File: src/design/lcdcs_pkg.sv
// Shared types, command codes and byte constants for the LCD character stream controller.
// No dependencies; the decoder and the controller refer to this package by scoped names.
`default_nettype none

package lcdcs_pkg;

   // Width of the buffer read and write positions.
   localparam int unsigned POS_W = 6;

   // Most bytes that one transaction ever sends (init sends six).
   localparam int unsigned SEQ_BYTES = 6;

   // Input commands.
   localparam logic [2:0] CMD_PUSH   = 3'd0;
   localparam logic [2:0] CMD_UPDATE = 3'd1;
   localparam logic [2:0] CMD_CLEAR  = 3'd2;
   localparam logic [2:0] CMD_FWD    = 3'd3;
   localparam logic [2:0] CMD_BACK   = 3'd4;
   localparam logic [2:0] CMD_ON     = 3'd5;
   localparam logic [2:0] CMD_OFF    = 3'd6;
   localparam logic [2:0] CMD_INIT   = 3'd7;

   // Configuration register indexes.
   localparam logic [1:0] CSR_FUNC_SET = 2'd0;
   localparam logic [1:0] CSR_DISP_CTL = 2'd1;
   localparam logic [1:0] CSR_LINE2    = 2'd2;

   // Control characters found in the text buffer.
   localparam logic [7:0] CH_FORM_FEED = 8'h0C;
   localparam logic [7:0] CH_RETURN    = 8'h0D;
   localparam logic [7:0] CH_NEWLINE   = 8'h0A;
   localparam logic [7:0] CH_GT        = 8'h3E;
   localparam logic [7:0] CH_LT        = 8'h3C;
   localparam logic [7:0] CH_LBRACE    = 8'h7B;
   localparam logic [7:0] CH_RBRACE    = 8'h7D;
   localparam logic [7:0] CH_LBRACKET  = 8'h5B;
   localparam logic [7:0] CH_RBRACKET  = 8'h5D;

   // LCD instruction bytes and glyphs.
   localparam logic [7:0] LCD_CLEAR       = 8'h01;
   localparam logic [7:0] LCD_ENTRY_MODE  = 8'h06;
   localparam logic [7:0] LCD_SET_DDRAM   = 8'h80;
   localparam logic [7:0] LCD_ARROW_COL   = 8'h8F;
   localparam logic [7:0] LCD_FUNC_SET    = 8'h20;
   localparam logic [7:0] LCD_DISP_CTL    = 8'h08;
   localparam logic [7:0] LCD_WAKE_A      = 8'h33;
   localparam logic [7:0] LCD_WAKE_B      = 8'h32;
   localparam logic [7:0] GLYPH_FWD       = 8'h7E;
   localparam logic [7:0] GLYPH_BACK      = 8'h7F;
   localparam logic [7:0] MODE_DISPLAY_ON = 8'h04;
   localparam logic [7:0] MODE_CURSOR     = 8'h02;
   localparam logic [7:0] MODE_BLINK      = 8'h01;

   localparam logic RS_INSTR = 1'b0;
   localparam logic RS_DATA  = 1'b1;

   // A list of bytes to send, two nibbles each. A count of zero stands for
   // a single result that drives nothing onto the bus.
   typedef struct packed {
      logic [SEQ_BYTES-1:0][7:0] bytes;
      logic [SEQ_BYTES-1:0]      rs;
      logic [2:0]                nbytes;
   } plan_type;

   // What the character decoder hands back to the controller.
   typedef struct packed {
      plan_type   plan;
      logic [7:0] mode;
   } decode_type;

   function automatic plan_type idle_plan();
      plan_type p;
      p = '0;
      return p;
   endfunction

   function automatic plan_type byte_plan(input logic rs, input logic [7:0] b);
      plan_type p;
      p          = '0;
      p.bytes[0] = b;
      p.rs[0]    = rs;
      p.nbytes   = 3'd1;
      return p;
   endfunction

   function automatic plan_type arrow_plan(input logic [7:0] glyph);
      plan_type p;
      p          = '0;
      p.bytes[0] = LCD_ARROW_COL;
      p.rs[0]    = RS_INSTR;
      p.bytes[1] = glyph;
      p.rs[1]    = RS_DATA;
      p.nbytes   = 3'd2;
      return p;
   endfunction

   function automatic plan_type init_plan(input logic [7:0] func_bits,
                                          input logic [7:0] mode);
      plan_type p;
      p          = '0;
      p.bytes[0] = LCD_WAKE_A;
      p.bytes[1] = LCD_WAKE_B;
      p.bytes[2] = LCD_FUNC_SET | func_bits;
      p.bytes[3] = mode;
      p.bytes[4] = LCD_CLEAR;
      p.bytes[5] = LCD_ENTRY_MODE;
      p.nbytes   = 3'd6;
      return p;
   endfunction

endpackage

`default_nettype wire

File: src/design/lcdcs_ifs.sv
// Handshake channel interfaces for the LCD character stream controller:
// request, response and configuration write. No dependencies.
`default_nettype none

interface lcdcs_req_if;
   logic       valid;
   logic       ready;
   logic [2:0] command;
   logic [7:0] character;

   modport source (output valid, command, character, input ready);
   modport sink   (input valid, command, character, output ready);
endinterface

interface lcdcs_rsp_if;
   logic       valid;
   logic       ready;
   logic       transfer;
   logic       register_select;
   logic [3:0] nibble;
   logic       last;
   logic       all_shown;
   logic       char_dropped;

   modport source (output valid, transfer, register_select, nibble, last, all_shown,
                   char_dropped, input ready);
   modport sink   (input valid, transfer, register_select, nibble, last, all_shown,
                   char_dropped, output ready);
endinterface

interface lcdcs_csr_if;
   logic       valid;
   logic       ready;
   logic [1:0] index;
   logic [7:0] data;

   modport source (output valid, index, data, input ready);
   modport sink   (input valid, index, data, output ready);
endinterface

`default_nettype wire

File: src/design/lcdcs_char_decode.sv
// Decodes one buffered character into the bytes to send and the new display mode.
// Depends on lcdcs_pkg.
`default_nettype none

module lcdcs_char_decode (
   input  wire logic [7:0]           character,
   input  wire logic [7:0]           mode,
   input  wire logic [6:0]           line2_addr,
   output lcdcs_pkg::decode_type     result
);

   always_comb begin
      result.mode = mode;
      case (character)
         lcdcs_pkg::CH_FORM_FEED: begin
            result.plan = lcdcs_pkg::byte_plan(lcdcs_pkg::RS_INSTR, lcdcs_pkg::LCD_CLEAR);
         end
         lcdcs_pkg::CH_RETURN: begin
            result.plan = lcdcs_pkg::byte_plan(lcdcs_pkg::RS_INSTR,
                                               lcdcs_pkg::LCD_SET_DDRAM);
         end
         lcdcs_pkg::CH_NEWLINE: begin
            result.plan = lcdcs_pkg::byte_plan(lcdcs_pkg::RS_INSTR,
                                               lcdcs_pkg::LCD_SET_DDRAM | {1'b0, line2_addr});
         end
         lcdcs_pkg::CH_GT: begin
            result.plan = lcdcs_pkg::arrow_plan(lcdcs_pkg::GLYPH_FWD);
         end
         lcdcs_pkg::CH_LT: begin
            result.plan = lcdcs_pkg::arrow_plan(lcdcs_pkg::GLYPH_BACK);
         end
         lcdcs_pkg::CH_LBRACE: begin
            result.mode = mode | lcdcs_pkg::MODE_CURSOR;
            result.plan = lcdcs_pkg::byte_plan(lcdcs_pkg::RS_INSTR, result.mode);
         end
         lcdcs_pkg::CH_RBRACE: begin
            result.mode = mode & ~lcdcs_pkg::MODE_CURSOR;
            result.plan = lcdcs_pkg::byte_plan(lcdcs_pkg::RS_INSTR, result.mode);
         end
         lcdcs_pkg::CH_LBRACKET: begin
            result.mode = mode | lcdcs_pkg::MODE_BLINK;
            result.plan = lcdcs_pkg::byte_plan(lcdcs_pkg::RS_INSTR, result.mode);
         end
         lcdcs_pkg::CH_RBRACKET: begin
            result.mode = mode & ~lcdcs_pkg::MODE_BLINK;
            result.plan = lcdcs_pkg::byte_plan(lcdcs_pkg::RS_INSTR, result.mode);
         end
         default: begin
            // Any other character is printed as it stands.
            result.plan = lcdcs_pkg::byte_plan(lcdcs_pkg::RS_DATA, character);
         end
      endcase
   end

endmodule

`default_nettype wire

File: src/design/lcd_char_stream_controller.sv
// The first response leaves through the EMIT state and the response output register; an update
// that reads the text buffer first waits in READ for the registered buffer read. A request
// yields 1 to 12 responses, one per cycle without stall. A new request is taken only in IDLE,
// once the last response of the previous one has entered the output register.
// Reset (synchronous) clears positions, arrow flags and display mode and restores the config
// registers to their defaults; the text buffer is not cleared and holds nothing valid.
`default_nettype none

module lcd_char_stream_controller #(
   parameter int unsigned BUFFER_DEPTH = 40
) (
   input wire logic         clock,
   input wire logic         reset,
   lcdcs_req_if.sink        req,
   lcdcs_rsp_if.source      rsp,
   lcdcs_csr_if.sink        csr
);

   // The positions are six bits wide; a depth of one still needs a one-bit address.
   localparam int unsigned ADDR_W = (BUFFER_DEPTH > 1) ? $clog2(BUFFER_DEPTH) : 1;
   localparam logic [lcdcs_pkg::POS_W-1:0] DEPTH_POS = lcdcs_pkg::POS_W'(BUFFER_DEPTH);
   localparam logic [lcdcs_pkg::POS_W-1:0] POS_ONE   = lcdcs_pkg::POS_W'(1);

   // Sequencer states. READ waits for the registered text buffer read.
   localparam logic [1:0] ST_IDLE = 2'd0;
   localparam logic [1:0] ST_READ = 2'd1;
   localparam logic [1:0] ST_EMIT = 2'd2;

   logic [1:0]                    state_ff, state_in;
   logic [lcdcs_pkg::POS_W-1:0]   rd_pos_ff, rd_pos_in;
   logic [lcdcs_pkg::POS_W-1:0]   wr_pos_ff, wr_pos_in;
   logic [7:0]                    mode_ff, mode_in;
   logic                          fwd_pend_ff, fwd_pend_in;
   logic                          back_pend_ff, back_pend_in;
   logic [7:0]                    func_bits_ff, func_bits_in;
   logic [2:0]                    disp_bits_ff, disp_bits_in;
   logic [6:0]                    line2_ff, line2_in;
   lcdcs_pkg::plan_type           plan_ff, plan_in;
   logic [3:0]                    nib_idx_ff, nib_idx_in;
   logic                          dropped_ff, dropped_in;

   // Response output register.
   logic                          rsp_valid_ff, rsp_valid_in;
   logic                          rsp_transfer_ff, rsp_transfer_in;
   logic                          rsp_rs_ff, rsp_rs_in;
   logic [3:0]                    rsp_nibble_ff, rsp_nibble_in;
   logic                          rsp_last_ff, rsp_last_in;
   logic                          rsp_shown_ff, rsp_shown_in;
   logic                          rsp_dropped_ff, rsp_dropped_in;

   // Text buffer: one write port for pushes, one registered read port for updates.
   logic [7:0]                    text_mem [BUFFER_DEPTH];
   logic [7:0]                    rd_data_ff;
   logic                          mem_we;
   logic                          mem_re;

   lcdcs_pkg::decode_type         dec;

   logic                          req_fire;
   logic                          slot_free;
   logic                          plan_idle;
   logic [2:0]                    byte_sel;
   logic [7:0]                    cur_byte;
   logic                          at_last;

   assign req.ready = (state_ff == ST_IDLE);
   assign csr.ready = 1'b1;
   assign req_fire  = req.valid && req.ready;

   // The output register can take a new nibble when it is empty or being drained.
   assign slot_free = !rsp_valid_ff || rsp.ready;

   assign plan_idle = (plan_ff.nbytes == 3'd0);
   assign byte_sel  = nib_idx_ff[3:1];
   assign cur_byte  = plan_ff.bytes[byte_sel];
   assign at_last   = plan_idle || ((nib_idx_ff + 4'd1) == {plan_ff.nbytes, 1'b0});

   assign rsp.valid           = rsp_valid_ff;
   assign rsp.transfer        = rsp_transfer_ff;
   assign rsp.register_select = rsp_rs_ff;
   assign rsp.nibble          = rsp_nibble_ff;
   assign rsp.last            = rsp_last_ff;
   assign rsp.all_shown       = rsp_shown_ff;
   assign rsp.char_dropped    = rsp_dropped_ff;

   lcdcs_char_decode u_decode (
      .character  (rd_data_ff),
      .mode       (mode_ff),
      .line2_addr (line2_ff),
      .result     (dec)
   );

   always_comb begin
      state_in     = state_ff;
      rd_pos_in    = rd_pos_ff;
      wr_pos_in    = wr_pos_ff;
      mode_in      = mode_ff;
      fwd_pend_in  = fwd_pend_ff;
      back_pend_in = back_pend_ff;
      func_bits_in = func_bits_ff;
      disp_bits_in = disp_bits_ff;
      line2_in     = line2_ff;
      plan_in      = plan_ff;
      nib_idx_in   = nib_idx_ff;
      dropped_in   = dropped_ff;
      mem_we       = 1'b0;
      mem_re       = 1'b0;

      rsp_valid_in    = rsp_valid_ff && !rsp.ready;
      rsp_transfer_in = rsp_transfer_ff;
      rsp_rs_in       = rsp_rs_ff;
      rsp_nibble_in   = rsp_nibble_ff;
      rsp_last_in     = rsp_last_ff;
      rsp_shown_in    = rsp_shown_ff;
      rsp_dropped_in  = rsp_dropped_ff;

      // Configuration writes are taken in any cycle; an unknown index is ignored.
      if (csr.valid) begin
         case (csr.index)
            lcdcs_pkg::CSR_FUNC_SET: func_bits_in = csr.data;
            lcdcs_pkg::CSR_DISP_CTL: disp_bits_in = csr.data[2:0];
            lcdcs_pkg::CSR_LINE2:    line2_in     = csr.data[6:0];
            default: ;
         endcase
      end

      case (state_ff)
         ST_IDLE: begin
            if (req_fire) begin
               // All state changes of the transaction settle here or in READ, so the
               // all-shown flag is stable for every response that follows.
               state_in   = ST_EMIT;
               nib_idx_in = 4'd0;
               dropped_in = 1'b0;
               plan_in    = lcdcs_pkg::idle_plan();
               case (req.command)
                  lcdcs_pkg::CMD_PUSH: begin
                     if (wr_pos_ff < DEPTH_POS) begin
                        mem_we    = 1'b1;
                        wr_pos_in = wr_pos_ff + POS_ONE;
                     end else begin
                        dropped_in = 1'b1;
                     end
                  end
                  lcdcs_pkg::CMD_UPDATE: begin
                     // A pending arrow takes precedence over buffered text.
                     if (fwd_pend_ff) begin
                        plan_in     = lcdcs_pkg::arrow_plan(lcdcs_pkg::GLYPH_FWD);
                        fwd_pend_in = 1'b0;
                     end else if (back_pend_ff) begin
                        plan_in      = lcdcs_pkg::arrow_plan(lcdcs_pkg::GLYPH_BACK);
                        back_pend_in = 1'b0;
                     end else if (rd_pos_ff < wr_pos_ff) begin
                        mem_re   = 1'b1;
                        state_in = ST_READ;
                     end else begin
                        // Nothing left to show: rewind the buffer.
                        rd_pos_in = '0;
                        wr_pos_in = '0;
                     end
                  end
                  lcdcs_pkg::CMD_CLEAR: begin
                     rd_pos_in = '0;
                     wr_pos_in = '0;
                  end
                  lcdcs_pkg::CMD_FWD:  fwd_pend_in  = 1'b1;
                  lcdcs_pkg::CMD_BACK: back_pend_in = 1'b1;
                  lcdcs_pkg::CMD_ON: begin
                     mode_in = mode_ff | lcdcs_pkg::MODE_DISPLAY_ON;
                     plan_in = lcdcs_pkg::byte_plan(lcdcs_pkg::RS_INSTR,
                                                    mode_ff | lcdcs_pkg::MODE_DISPLAY_ON);
                  end
                  lcdcs_pkg::CMD_OFF: begin
                     mode_in = mode_ff & ~lcdcs_pkg::MODE_DISPLAY_ON;
                     plan_in = lcdcs_pkg::byte_plan(lcdcs_pkg::RS_INSTR,
                                                    mode_ff & ~lcdcs_pkg::MODE_DISPLAY_ON);
                  end
                  default: begin
                     // Init: wake-up nibbles, then function set, display control,
                     // clear and entry mode.
                     mode_in = lcdcs_pkg::LCD_DISP_CTL | {5'd0, disp_bits_ff};
                     plan_in = lcdcs_pkg::init_plan(func_bits_ff,
                                  lcdcs_pkg::LCD_DISP_CTL | {5'd0, disp_bits_ff});
                  end
               endcase
            end
         end
         ST_READ: begin
            // The buffered character is now in the read register.
            plan_in   = dec.plan;
            mode_in   = dec.mode;
            rd_pos_in = rd_pos_ff + POS_ONE;
            state_in  = ST_EMIT;
         end
         ST_EMIT: begin
            if (slot_free) begin
               rsp_valid_in    = 1'b1;
               rsp_transfer_in = !plan_idle;
               rsp_rs_in       = plan_idle ? lcdcs_pkg::RS_INSTR : plan_ff.rs[byte_sel];
               rsp_nibble_in   = plan_idle ? 4'd0 :
                                 (nib_idx_ff[0] ? cur_byte[3:0] : cur_byte[7:4]);
               rsp_last_in     = at_last;
               rsp_shown_in    = (rd_pos_ff == '0) && (wr_pos_ff == '0);
               rsp_dropped_in  = dropped_ff;
               nib_idx_in      = nib_idx_ff + 4'd1;
               if (at_last) begin
                  state_in = ST_IDLE;
               end
            end
         end
         default: begin
            state_in = ST_IDLE;
         end
      endcase
   end

   always_ff @(posedge clock) begin
      if (reset) begin
         state_ff     <= ST_IDLE;
         rd_pos_ff    <= '0;
         wr_pos_ff    <= '0;
         mode_ff      <= '0;
         fwd_pend_ff  <= 1'b0;
         back_pend_ff <= 1'b0;
         func_bits_ff <= 8'd8;
         disp_bits_ff <= 3'd4;
         line2_ff     <= 7'd64;
         rsp_valid_ff <= 1'b0;
      end else begin
         state_ff     <= state_in;
         rd_pos_ff    <= rd_pos_in;
         wr_pos_ff    <= wr_pos_in;
         mode_ff      <= mode_in;
         fwd_pend_ff  <= fwd_pend_in;
         back_pend_ff <= back_pend_in;
         func_bits_ff <= func_bits_in;
         disp_bits_ff <= disp_bits_in;
         line2_ff     <= line2_in;
         rsp_valid_ff <= rsp_valid_in;
      end
   end

   always_ff @(posedge clock) begin
      plan_ff         <= plan_in;
      nib_idx_ff      <= nib_idx_in;
      dropped_ff      <= dropped_in;
      rsp_transfer_ff <= rsp_transfer_in;
      rsp_rs_ff       <= rsp_rs_in;
      rsp_nibble_ff   <= rsp_nibble_in;
      rsp_last_ff     <= rsp_last_in;
      rsp_shown_ff    <= rsp_shown_in;
      rsp_dropped_ff  <= rsp_dropped_in;
   end

   // Text buffer. Reads and writes never meet in one transaction, so no forwarding.
   always_ff @(posedge clock) begin
      if (mem_we) begin
         text_mem[wr_pos_ff[ADDR_W-1:0]] <= req.character;
      end
      if (mem_re) begin
         rd_data_ff <= text_mem[rd_pos_ff[ADDR_W-1:0]];
      end
   end

   // The write position never runs past the buffer.
   assert property (@(posedge clock) disable iff (reset) wr_pos_ff <= DEPTH_POS)
      else $error("write position beyond buffer depth");

   // Text is never read ahead of what was written.
   assert property (@(posedge clock) disable iff (reset) rd_pos_ff <= wr_pos_ff)
      else $error("read position ahead of write position");

   // A buffer read is only issued for an entry below the write position.
   assert property (@(posedge clock) disable iff (reset)
      mem_re |-> (rd_pos_ff < wr_pos_ff) && (state_ff == ST_IDLE))
      else $error("text buffer read of an unwritten entry");

   // Init leaves the display-control base bit set in the mode.
   assert property (@(posedge clock) disable iff (reset)
      (req_fire && (req.command == lcdcs_pkg::CMD_INIT)) |=> mode_ff[3])
      else $error("init did not set the display mode");

   // A response without a bus transfer is always the only one of its transaction.
   assert property (@(posedge clock) disable iff (reset)
      (rsp_valid_ff && !rsp_transfer_ff) |-> rsp_last_ff)
      else $error("idle response not marked last");

endmodule

`default_nettype wire

File: src/flat_wrapper.sv
// flat-port wrapper written by rule: the top's interface ports become plain ports
module lcd_char_stream_controller_flat 
#(
   parameter int unsigned BUFFER_DEPTH = 40
)
  (clock, reset, req_valid, req_command, req_character, req_ready, rsp_valid, rsp_transfer, rsp_register_select, rsp_nibble, rsp_last, rsp_all_shown, rsp_char_dropped, rsp_ready, csr_valid, csr_index, csr_data, csr_ready);
  lcdcs_req_if req_i ();
  lcdcs_rsp_if rsp_i ();
  lcdcs_csr_if csr_i ();
  input wire logic clock;
  input wire logic reset;
  input wire logic [$bits(req_i.valid)-1:0] req_valid;
  input wire logic [$bits(req_i.command)-1:0] req_command;
  input wire logic [$bits(req_i.character)-1:0] req_character;
  output wire logic [$bits(req_i.ready)-1:0] req_ready;
  output wire logic [$bits(rsp_i.valid)-1:0] rsp_valid;
  output wire logic [$bits(rsp_i.transfer)-1:0] rsp_transfer;
  output wire logic [$bits(rsp_i.register_select)-1:0] rsp_register_select;
  output wire logic [$bits(rsp_i.nibble)-1:0] rsp_nibble;
  output wire logic [$bits(rsp_i.last)-1:0] rsp_last;
  output wire logic [$bits(rsp_i.all_shown)-1:0] rsp_all_shown;
  output wire logic [$bits(rsp_i.char_dropped)-1:0] rsp_char_dropped;
  input wire logic [$bits(rsp_i.ready)-1:0] rsp_ready;
  input wire logic [$bits(csr_i.valid)-1:0] csr_valid;
  input wire logic [$bits(csr_i.index)-1:0] csr_index;
  input wire logic [$bits(csr_i.data)-1:0] csr_data;
  output wire logic [$bits(csr_i.ready)-1:0] csr_ready;
  assign req_i.valid = req_valid;
  assign req_i.command = req_command;
  assign req_i.character = req_character;
  assign req_ready = req_i.ready;
  assign rsp_valid = rsp_i.valid;
  assign rsp_transfer = rsp_i.transfer;
  assign rsp_register_select = rsp_i.register_select;
  assign rsp_nibble = rsp_i.nibble;
  assign rsp_last = rsp_i.last;
  assign rsp_all_shown = rsp_i.all_shown;
  assign rsp_char_dropped = rsp_i.char_dropped;
  assign rsp_i.ready = rsp_ready;
  assign csr_i.valid = csr_valid;
  assign csr_i.index = csr_index;
  assign csr_i.data = csr_data;
  assign csr_ready = csr_i.ready;
  lcd_char_stream_controller #(.BUFFER_DEPTH(BUFFER_DEPTH)) u_core (.clock(clock), .reset(reset), .req(req_i), .rsp(rsp_i), .csr(csr_i));
endmodule
File: config.mk
export PLATFORM = sky130hd
export DESIGN_NAME = lcd_char_stream_controller_flat
export DESIGN_NICKNAME = d
export VERILOG_FILES = /design/src/design/lcdcs_pkg.sv /design/src/design/lcdcs_ifs.sv /design/src/design/lcdcs_char_decode.sv /design/src/design/lcd_char_stream_controller.sv /design/src/flat_wrapper.sv
export SDC_FILE = /design/constraint.sdc
export NUM_CORES = 1
export LEC_CHECK = 0
export BUFFER_PORTS_ARGS = -buffer_cell sky130_fd_sc_hd__buf_4
export CAP_MARGIN = 20
export CORE_MARGIN = 4
export CORE_UTILIZATION = 40
export CTS_CLUSTER_DIAMETER = 80
export DETAILED_ROUTE_END_ITERATION = 12
export GPL_TIMING_DRIVEN = 0
export SYNTH_ARGS = -nofsm -noshare
export SYNTH_HDL_FRONTEND = slang
export SYNTH_SLANG_ARGS = --single-unit
File: constraint.sdc
create_clock -name clock -period 5.4 [get_ports clock]
set_input_delay 0.54 -clock clock [delete_from_list [all_inputs] [get_ports clock]]
set_output_delay 0.54 -clock clock [all_outputs]
set_load 0.01 [all_outputs]
# Word-level counts from Yosys, hierarchy flattened

Memories as Yosys holds them, arrays and structs flattened. A register that Yosys moved wholly into a read port is not among the register bits.
Index checks and enable logic that the tools add are counted.

Add/sub/neg operators: 3
Multiply operators: 0
Divide/modulo/power cells: 0
Order comparisons: 3
Equal/unequal tests: 40
Shift operators: 0
Mux-type cells: 52
Bitwise logic cells: 4
Reductions and logical operators: 37

Operators by type and width:

| kind                                                 | number |
|---|---|
| one-hot mux 57 bit (4 select lines)                  | 1 |
| one-hot mux 24 bit (9 select lines)                  | 1 |
| 2-to-1 mux 57 bit                                    | 2 |
| one-hot mux 57 bit (2 select lines)                  | 1 |
| equality test 8 x 7 -> 1 bit (second input constant) | 4 |
| 2-to-1 mux 6 bit                                     | 5 |
| binary-select mux 8 bit (select 3 bit)               | 1 |
| equality test 8 x 4 -> 1 bit (second input constant) | 3 |
| 2-to-1 mux 24 bit                                    | 1 |
| one-hot mux 6 bit (2 select lines)                   | 2 |
| one-hot mux 8 bit (3 select lines)                   | 1 |
| != test 2 bit (second input constant)                | 11 |
| != test 3 bit (second input constant)                | 6 |
| one-hot mux 6 bit (3 select lines)                   | 1 |
| 2-to-1 mux 1 bit                                     | 17 |
| equality test 8 x 6 -> 1 bit (second input constant) | 2 |
| 2-to-1 mux 8 bit                                     | 2 |
| one-hot mux 8 bit (2 select lines)                   | 1 |
| AND reduction 8 bit                                  | 2 |
| 2-to-1 mux 2 bit                                     | 7 |
| adder 6 x 1 -> 6 bit (second input constant)         | 2 |
| logical NOT 6 bit                                    | 2 |
| 2-to-1 mux 4 bit                                     | 3 |
| AND reduction 2 bit                                  | 6 |
| other kinds (30)                                     | 55 |

Register bits after elaboration: 114
Bits in latches: 0
Memory bits (writable): 320
Bits in read-only memories: 0
Input bits: 26
Output and inout bits: 12
Logic and storage cells: 169
Memories kept: 1

Memory list:

| name            | depth | width | read ports | clocked after memory_dff | wr ports | line                             | source |
|---|---|---|---|---|---|---|---|
| u_core.text_mem | 40    | 8     | 1          | 1                        | 1        | lcd_char_stream_controller.sv:52 | `logic [7:0] text_mem [BUFFER_DEPTH];` |

# Logic depth before layout (Yosys ltp)

Gate-level depths: netlist of run 1.

Depth after elaboration: 7
Gate-level depth with buffers: 10
Mapped depth without buffers: 8

# Modules after synthesis

Synthesis of run 1 repeated with hierarchy kept, for this count alone.

Cells, all modules: 1165
Area, all modules: 18758.0 um^2

By module, submodules not included:

| module                     | times used | cells an instance | area an instance (um^2) | seq. area each (um^2) |
|---|---|---|---|---|
| lcd_char_stream_controller | 1          | 1053              | 17954.7                 | 12822.3 |
| lcdcs_char_decode          | 1          | 112               | 803.3                   | 0.0 |

# Worst setup path after synthesis of run 1

Ideal clock, no wire load.

Path type: register -> register
Start point: register u_core.wr_pos_ff[3] in the netlist's numbering
End point: register u_core.wr_pos_ff[4] in the netlist's numbering
Library setup time: 0.067 ns
Arrival time: 2.474 ns
Required time: 5.333 ns
Path slack: 2.859 ns
Stages on the path, launching flop included: 11
Buffers on the path: 2
Clock period less this slack: 2.541 ns
Path through: dfxtp_1 > clkbuf_1 > inv_1 > ha_1 > a21oi_1 > o211a_1 > o21a_1 > or3_1 > buf_6 > or4_4 > a21oi_2

Cells in the longest elaborated chain, start to end: 3
Elaborated cells on any way between the ends: 8
Those cells by class: 1 x add/sub; 2 x order compare; 2 x eq/ne; 2 x mux; 1 x reduce/logical

Ends and longest elaborated chain:

| item                                                                             | line                              | source |
|---|---|---|
| from (decl)                                                                      | lcd_char_stream_controller.sv:31  | `logic [lcdcs_pkg::POS_W-1:0] wr_pos_ff, wr_pos_in;` |
| from (signal assigned)                                                           | lcd_char_stream_controller.sv:232 | `wr_pos_ff <= wr_pos_in;` |
| adder 6 x 1 -> 6 bit (tied with other cells)                                     | lcd_char_stream_controller.sv:140 | `wr_pos_in = wr_pos_ff + POS_ONE;` |
| 2-to-1 mux 6 bit (tied with other cells)                                         | lcd_char_stream_controller.sv:138 | `if (wr_pos_ff < DEPTH_POS) begin` |
| one-hot mux 6 bit (3 select lines) / AND reduction 7 bit (equally long branches) | n/a                               |  |

Parallel ways exist; a longest one is shown, timed or not. The select of a mux whose other input is x is not followed.
A chain may end at the register's enable or synchronous reset.

# Final worst setup path of run 1

Start point: register u_core.rd_pos_ff[1] in the netlist's numbering
End point: register u_core.rd_data_ff[7] (read register of u_core.text_mem), data pin

Cells in the longest elaborated chain, start to end: 7

Ends and longest elaborated chain:

| item                   | line                              | source |
|---|---|---|
| from (decl)            | lcd_char_stream_controller.sv:30  | `logic [lcdcs_pkg::POS_W-1:0] rd_pos_ff, rd_pos_in;` |
| from (signal assigned) | lcd_char_stream_controller.sv:231 | `rd_pos_ff <= rd_pos_in;` |
| < comparator 6 bit     | lcd_char_stream_controller.sv:153 | `end else if (rd_pos_ff < wr_pos_ff) begin` |
| 2-to-1 mux 1 bit       | lcd_char_stream_controller.sv:153 |  |
| 2-to-1 mux 1 bit       | lcd_char_stream_controller.sv:150 | `end else if (back_pend_ff) begin` |
| 2-to-1 mux 1 bit       | lcd_char_stream_controller.sv:147 | `if (fwd_pend_ff) begin` |
| 2-to-1 mux 1 bit       | lcd_char_stream_controller.sv:136 | `case (req.command)` |
| 2-to-1 mux 1 bit       | lcd_char_stream_controller.sv:129 | `if (req_fire) begin` |
| 2-to-1 mux 1 bit       | lcd_char_stream_controller.sv:127 | `case (state_ff)` |
| to (decl)              | lcd_char_stream_controller.sv:53  | `logic [7:0] rd_data_ff;` |

Parallel ways exist; a longest one is shown, timed or not.

==> results_dict.tcl, run 1 <==
set metrics [dict create \
    outcome "finished clean" \
    timing.fmax_ghz 0.284 \
    tritoncts "done" \
    htree_levels 2 \
    nNetsFinal 1157 \
    drive_gt1_frac 0.172 \
    cap_violations 0 \
    cp-end-kind "register" \
    setup_tns_ns 0 \
    ff2ff_setup_slack_ns 1.88 \
    ys_seq_area_frac 0.706 \
    p_sw_w 0.00138 \
    path_depth 6 \
    antenna_found_initial 0 \
    place_congestion 0.876 \
    leakage_nw 6.02 \
    clock_power_share 0.443 \
    crit_path_frequent_cell "buf_2" \
    first_global_vias 9331 \
    ctsHoldBuffers 0 \
    rsz0062_at_grt "no" \
    wl_met1_um 16700 \
    p_int_w 0.00528 \
    worst-path-max-fanout 10 \
    numCtsBuffers 44 \
    drtAntennaViolNets 0 \
    min_path_cells 3 \
    place.port_buffers 35 \
    synth_cell_types 59 \
    pwr-share-seq 0.521 \
    fp.dieH_um 212 \
    synth-edff-count 366 \
    synth.net_count 1070 \
    finalCritPeriodShare 0.652 \
    grt.overflow.total 0 \
    timing.critical_path.buf_inv 3 \
    crit_type "register to register" \
    slowest_delay_ns 0.93 \
    worstPathCellList "buf_2 > buf_2 > buf_1 > mux4_2 > a2111oi_0 > a221oi_1" \
    required_ns 5.63 \
    crit_arrival_ns 3.74 \
    n_antenna_cell 0 \
    met3_length_um 2460 \
    cts.sinks 404 \
    clkTransAtPathRegs_ns 0.06 \
    ys_seq_elements 404 \
    ios 38 \
    hold-worst-slack_ns 0.227 \
    core_mm2 0.0410 \
    die-area_mm2 0.0450 \
    synth_ff_type "edfxtp_1" \
    reg2reg_to "u_core.rd_data_ff[7]$_DFFE_PP_" \
    comb_power_share 0.036 \
    met2_length_um 18200 \
    area.growth.synth_to_final_pct 14.5 \
    cts.repair.resized 0 \
    dr_total_vias 9427 \
    crit_family "buffers and inverters" \
    drt_first_iter_violations 858 \
    drc_errors 0 \
    start_util 0.406 \
    worst_slew_pin_slew_ns 1.03 \
    finalSetupViolCount 0 \
    rows 74 \
    switching_share 0.207 \
    dp_hpwl_um 25700 \
    grt_max_degree 41 \
    wirelength_um 38500 \
    finalPower_w 0.00666 \
    slew_headroom 0.297 \
    vdd_drop_max_mv 0.284 \
    final_hold_viol_count 0 \
    hp-class "primary input to register" \
    p_per_area_mw_per_mm2 349 \
    die_w_um 212 \
    grt_use_total 0.172 \
    routed.top_layer "met4" \
    min-delay-start "csr_data[6]" \
    worstSetupStartpointType "register" \
    post-cts-setup-buffers 0 \
    syn-instance-count 1034 \
    syn_area_mm2 0.0167 \
    synthArstFlopShare 0 \
    wire_per_inst_um 22.8 \
    grt_pass1_wl_um 58300 \
    finalMaxSlewViolations 0 \
    clk_path_buf_depth 3 \
    synth_warnings 0 \
    clock_latency_ns 0.58 \
    dr.pass1.iters 5 \
    finalClockSkew_ns 0.0291 \
    cts-root-buf "clkbuf_16" \
    crit_start "u_core.rd_pos_ff[1]$_SDFFE_PP0P_" \
    slowest_stage "a2111oi_0" \
    crit_path_end "u_core.rd_data_ff[7]$_DFFE_PP_" \
    syn_area_per_cell_um2 16.1 \
    period_minus_slack_ns 3.52 \
    vias_per_cell 5.58 \
    r2r_cells 6 \
    r2r-start "u_core.rd_pos_ff[1]$_SDFFE_PP0P_" \
]
flip-flops by register name, indices dropped and copies added, names as in the netlist:
name	count
u_core.text_mem	320
u_core.plan_ff	24
u_core.rd_data_ff	8
u_core.func_bits_ff	7
u_core.line2_ff	7
u_core.rd_pos_ff	6
u_core.wr_pos_ff	6
u_core.mode_ff	4
u_core.nib_idx_ff	4
u_core.rsp.nibble	4
u_core.disp_bits_ff	3
u_core.state_ff	2
u_core.back_pend_ff	1
u_core.dropped_ff	1
u_core.fwd_pend_ff	1
u_core.rsp.all_shown	1
u_core.rsp.char_dropped	1
u_core.rsp.last	1
u_core.rsp.register_select	1
u_core.rsp.transfer	1
u_core.rsp.valid	1
worst min-delay path, delay by kind of cell:
kind                   cells  cell delay, ns
buffers and inverters      1            0.09
multiplexers               1            0.05
AND/OR/NAND/NOR            1            0.06
worst min path at each step:
stage	slack [ns]	endpoint
finish	0.23	u_core.line2_ff[6]$_SDFFE_PP1P_
global route	0.22	u_core.line2_ff[6]$_SDFFE_PP1P_
CTS	0.20	u_core.line2_ff[6]$_SDFFE_PP1P_
detailed placement	0.41	u_core.rsp.char_dropped$_DFFE_PP_
global placement	0.41	u_core.rsp.char_dropped$_DFFE_PP_
floorplan	0.40	u_core.rsp.char_dropped$_DFFE_PP_
layout by cell type (no fill, tap or decap), types with 6 or more instances in the layout:
cell and count:
clkbuf_1 35, o32ai_1 6, or3_1 9, o21ai_0 24
buf_4 45, nand3_1 25, mux4_2 61, inv_1 18
ha_1 10, xnor2_1 8, edfxtp_1 366, buf_1 9
a2111oi_0 11, o22ai_1 8, nand2b_1 14, nor4_1 6
dfxtp_1 38, nor2b_1 10, nor2_1 94, a221oi_1 6
nor3_1 18, mux2i_1 76, buf_2 15, nand2_1 31
and3_1 13, a21oi_1 50, nand4_1 9, clkinv_1 12
clkbuf_16 44
power groups by stage:
| stage | Combinational, W | Clock [W] | Sequential, W |
|---|---|---|---|
| global placement | 0.000232 | 0 | 0.00353 |
| CTS | 0.000240 | 0.00301 | 0.00347 |
| finish | 0.000239 | 0.00295 | 0.00347 |
| floorplan | 0.000126 | 0 | 0.00353 |
| global route | 0.000264 | 0.00316 | 0.00347 |
| detailed placement | 0.000239 | 0 | 0.00353 |
stage by stage:
stage,cell area (um2),std cells,worst slack (ns),util
after global placement,17600,1601,1.67,0.429
final,19100,1688,1.88,0.465
after detailed placement,17600,1607,1.82,0.430
after CTS,19100,1688,1.81,0.465
after global routing,19100,1688,1.77,0.465
after floorplan,16700,1034,2.86,-
metal layers:
metal  vias to the layer above  track usage
met1                      4723        0.241
met5                         -            0
li1                       4274            -
met3                        72       0.0273
met2                       358        0.276
met4                         0       0.0595
cell usage after synthesis, types with 6 or more instances:
cell type | n | share of area
a2111oi_0 | 11 | 0.0058
nor2b_1 | 10 | 0.0038
nand3_1 | 25 | 0.0075
mux4_2 | 61 | 0.082
buf_4 | 7 | 0.0032
clkbuf_1 | 25 | 0.0056
nand2b_1 | 14 | 0.0053
o22ai_1 | 8 | 0.0030
dfxtp_1 | 38 | 0.046
nand4_1 | 9 | 0.0034
xnor2_1 | 8 | 0.0042
edfxtp_1 | 366 | 0.66
buf_1 | 7 | 0.0016
and3_1 | 13 | 0.0049
buf_2 | 15 | 0.0045
nor4_1 | 8 | 0.0030
ha_1 | 10 | 0.0075
inv_1 | 18 | 0.0041
nor2_1 | 95 | 0.021
mux2i_1 | 76 | 0.046
o21ai_0 | 24 | 0.0072
a221oi_1 | 6 | 0.0032
o32ai_1 | 6 | 0.0032
nand2_1 | 31 | 0.0070
nor3_1 | 18 | 0.0054
a21oi_1 | 50 | 0.015
or3_1 | 9 | 0.0034
final cells by class:
class,instances,area (um2)
Clock inverter,27,280
Inverter,19,71.3
Timing Repair Buffer,41,308
Multi-Input combinational cell,556,4590
Sequential cell,404,11800
Tap cell,532,666
Fill cell,3513,22000
Clock buffer,54,1140
Buffer,55,259
kinds of logic after synthesis:
logic type | share of synthesized area
adders and majority gates | 0.00751
other | 0.000225
xor gates and xnor gates | 0.00421
muxes | 0.131
DFF | 0.706
and+or+nand+nor | 0.0756
buffers and inverters | 0.0198
AOI/OAI and AO/OA | 0.0562
No activity file was read; power rests on OpenSTA's default activity.
==> run 2: changes to the inputs <==
ABC_AREA = 1   (was not set)
clock period = 3.7 ns   (was 5.4 ns; I/O delays follow)
==> results_dict.tcl, run 2 <==
set metrics [dict create \
    place_congestion 0.952 \
    synthArstFlopShare 0 \
    dr.pass1.iters 6 \
    final_common_cell "edfxtp_1" \
    ys_seq_area_frac 0.678 \
    dr_total_vias 12200 \
    switching_share 0.214 \
    start_util 0.403 \
    syn_area_mm2 0.0173 \
    synth_largest_area_cell "edfxtp_1" \
    die-area_mm2 0.0467 \
    r2r_cells 7 \
    wirelength_um 45600 \
    slew_headroom 0.399 \
    wire_per_inst_um 19.6 \
    grt_use_total 0.192 \
    setup_tns_ns 0 \
    grt_pass1_wl_um 69200 \
    p_per_area_mw_per_mm2 496 \
    ios 38 \
    synthTopCellsByCount "366 x edfxtp_1, 341 x nor2_1, 257 x nand2_1, 142 x o21ai_0, 95 x nand3_1" \
    yosysMostFrequentCell "edfxtp_1" \
    rsz0062_at_grt "no" \
    worstSetupStartpointType "register" \
    clk_path_buf_depth 3 \
    die_w_um 216 \
    numCtsBuffers 43 \
    cts-root-buf "clkbuf_16" \
    timing.critical_path.buf_inv 1 \
    largest_reg_flops 320 \
    syn_area_per_cell_um2 10.7 \
    outcome "finished clean" \
    finalCritPeriodShare 0.731 \
    synth_cell_types 43 \
    synth_ff_type "edfxtp_1" \
    cp-end-kind "register" \
    finalClockSkew_ns 0.0344 \
    ys_seq_elements 404 \
    synth-edff-count 366 \
    cap_violations 0 \
    place_inst 2244 \
    setup_slack_ns 0.996 \
    period_minus_slack_ns 2.70 \
    required_ns 3.88 \
    rows 76 \
    place.port_buffers 35 \
    n_antenna_cell 0 \
    first_global_vias 11800 \
    dp_slack_ns 0.856 \
    dp_hpwl_um 31100 \
    worstPathCellList "nor2_2 > nand2_2 > nor3_4 > nand2_1 > inv_2 > nand2_1 > nor4_2" \
    syn-instance-count 1622 \
    worst-path-max-fanout 8 \
    min_path_cells 3 \
    drive_gt1_frac 0.113 \
    hp-class "primary input to register" \
    crit_type "register to register" \
    vdd_drop_max_mv 0.390 \
    p_int_w 0.00775 \
    clkTransAtPathRegs_ns 0.06 \
    drt_first_iter_violations 1102 \
    stdcell_count 2329 \
    area.growth.synth_to_final_pct 14.5 \
    finalInstanceArea_mm2 0.0198 \
    mostFrequentLayoutCells "366 x edfxtp_1, 341 x nor2_1, 257 x nand2_1" \
    grt.overflow.total 0 \
    leakage_nw 7.22 \
    final_hold_viol_count 0 \
    tritoncts "done" \
    slowest_delay_ns 0.74 \
    vias_per_cell 5.24 \
    p_sw_w 0.00210 \
    fp.dieH_um 216 \
    slowest_stage "nor4_2" \
    crit_path_frequent_cell "nand2_1" \
    worst_slew_pin_slew_ns 0.895 \
    crit_family "simple AND/OR/NAND/NOR gates" \
    finalMaxSlewViolations 0 \
    finalSetupViolCount 0 \
    nNetsFinal 1745 \
    clock_latency_ns 0.59 \
    cts.repair.resized 0 \
    ys_top_cells_by_area "edfxtp_1 63%, nor2_1 7.4%, nand2_1 5.6%, dfxtp_1 4.4%, o21ai_0 4.1%" \
    regArea_mm2 0.0118 \
    path_depth 7 \
    antenna_found_initial 0 \
    pwr-share-seq 0.515 \
    drtAntennaViolNets 0 \
    synth_top_area_share 0.634 \
    multiInputGateArea_mm2 0.00482 \
    comb_power_share 0.039 \
    placedInstanceArea_mm2 0.0184 \
    timing.fmax_ghz 0.370 \
    drc_errors 0 \
    cts.sinks 404 \
    clock_power_share 0.446 \
    synth_warnings 0 \
    core_mm2 0.0430 \
    crit_arrival_ns 2.89 \
    grt_max_degree 41 \
    synth.net_count 1658 \
    nFillCells 4001 \
    htree_levels 2 \
]
## run 2: cell types whose count changed in the layout (fill, tap and decap cells not counted), moves of 14 or more
cell,before,now
nand2b_1,14,0
mux2i_1,76,0
nor2_1,94,341
nand2_1,31,257
inv_1,18,76
mux4_2,61,0
o21ai_1,0,41
nand3_1,25,95
o21ai_0,24,142
## run 2: area by class of cell
type / count / area share
sequential: 404 / 0.592
tap: 585 / 0.0369
inverter: 96 / 0.0182
clock inverter: 22 / 0.0140
clock buffer: 58 / 0.0591
timing repair buffer: 42 / 0.0161
multi-input combinational: 1048 / 0.243
buffer: 74 / 0.0206
## run 2: per-layer routing
layer / routed length [um] / global-route usage / part of all wire
met1: 19800 / 0.262 / 0.43
met2: 21400 / 0.319 / 0.47
met3: 3080 / 0.0320 / 0.068
met4: 1270 / 0.0593 / 0.028
met5: 0 / 0 / 0
## run 2: per-stage QoR
step	hold WS [ns]	util	power (W)
2_1_floorplan	0.400	-	0.00537
3_3_place_gp	0.437	0.426	0.00554
3_5_place_dp	0.435	0.427	0.00555
4_1_cts	0.00315	0.461	0.00992
5_1_grt	0.0114	0.462	0.0102
6_report	0.0233	0.462	0.00985
## run 2: kinds of logic after synthesis
group	synth area share
AO/OA/AOI/OAI	0.0882
XOR/XNOR	0.00152
adder cells (fa/ha/maj)	0.00722
buffers and inverters	0.0444
flip-flops	0.678
other	0.000216
AND/OR/NAND/NOR	0.181
## run 2: tightest hold or removal path, delay by kind of cell
kind / cells / cell delay (ns)
simple gates: 2 / 0.11
buf+inv: 1 / 0.08
## run 2: path summary, 6_finish.rpt
check / startpoint / slack (ns) / end
max: u_core.state_ff[1]$_SDFFE_PP0P_ / 1.0 / u_core.text_mem[21][3]$_DFFE_PP_
min: csr_data[5] / 0.02 / u_core.line2_ff[5]$_SDFFE_PP0P_
min reg2reg: u_core.func_bits_ff[4]$_SDFFE_PP0P_ / 0.46 / u_core.func_bits_ff[4]$_SDFFE_PP0P_
max reg2reg: u_core.state_ff[1]$_SDFFE_PP0P_ / 1.0 / u_core.text_mem[21][3]$_DFFE_PP_
## run 2: repair_timing
item / CTS / global route
setup buffers: 0 / 0
setup endpoints to repair: 0 / 0
hold buffers: 2 / 0
endpoints found under the hold margin: 2 / 0
## run 2: power by group through the flow
stage | sequential, W | combinational [W] | clock (W)
6_report | 0.00507 | 0.000382 | 0.00440
5_1_grt | 0.00508 | 0.000430 | 0.00466
4_1_cts | 0.00507 | 0.000383 | 0.00446
3_5_place_dp | 0.00517 | 0.000379 | 0
3_3_place_gp | 0.00517 | 0.000374 | 0
2_1_floorplan | 0.00516 | 0.000204 | 0
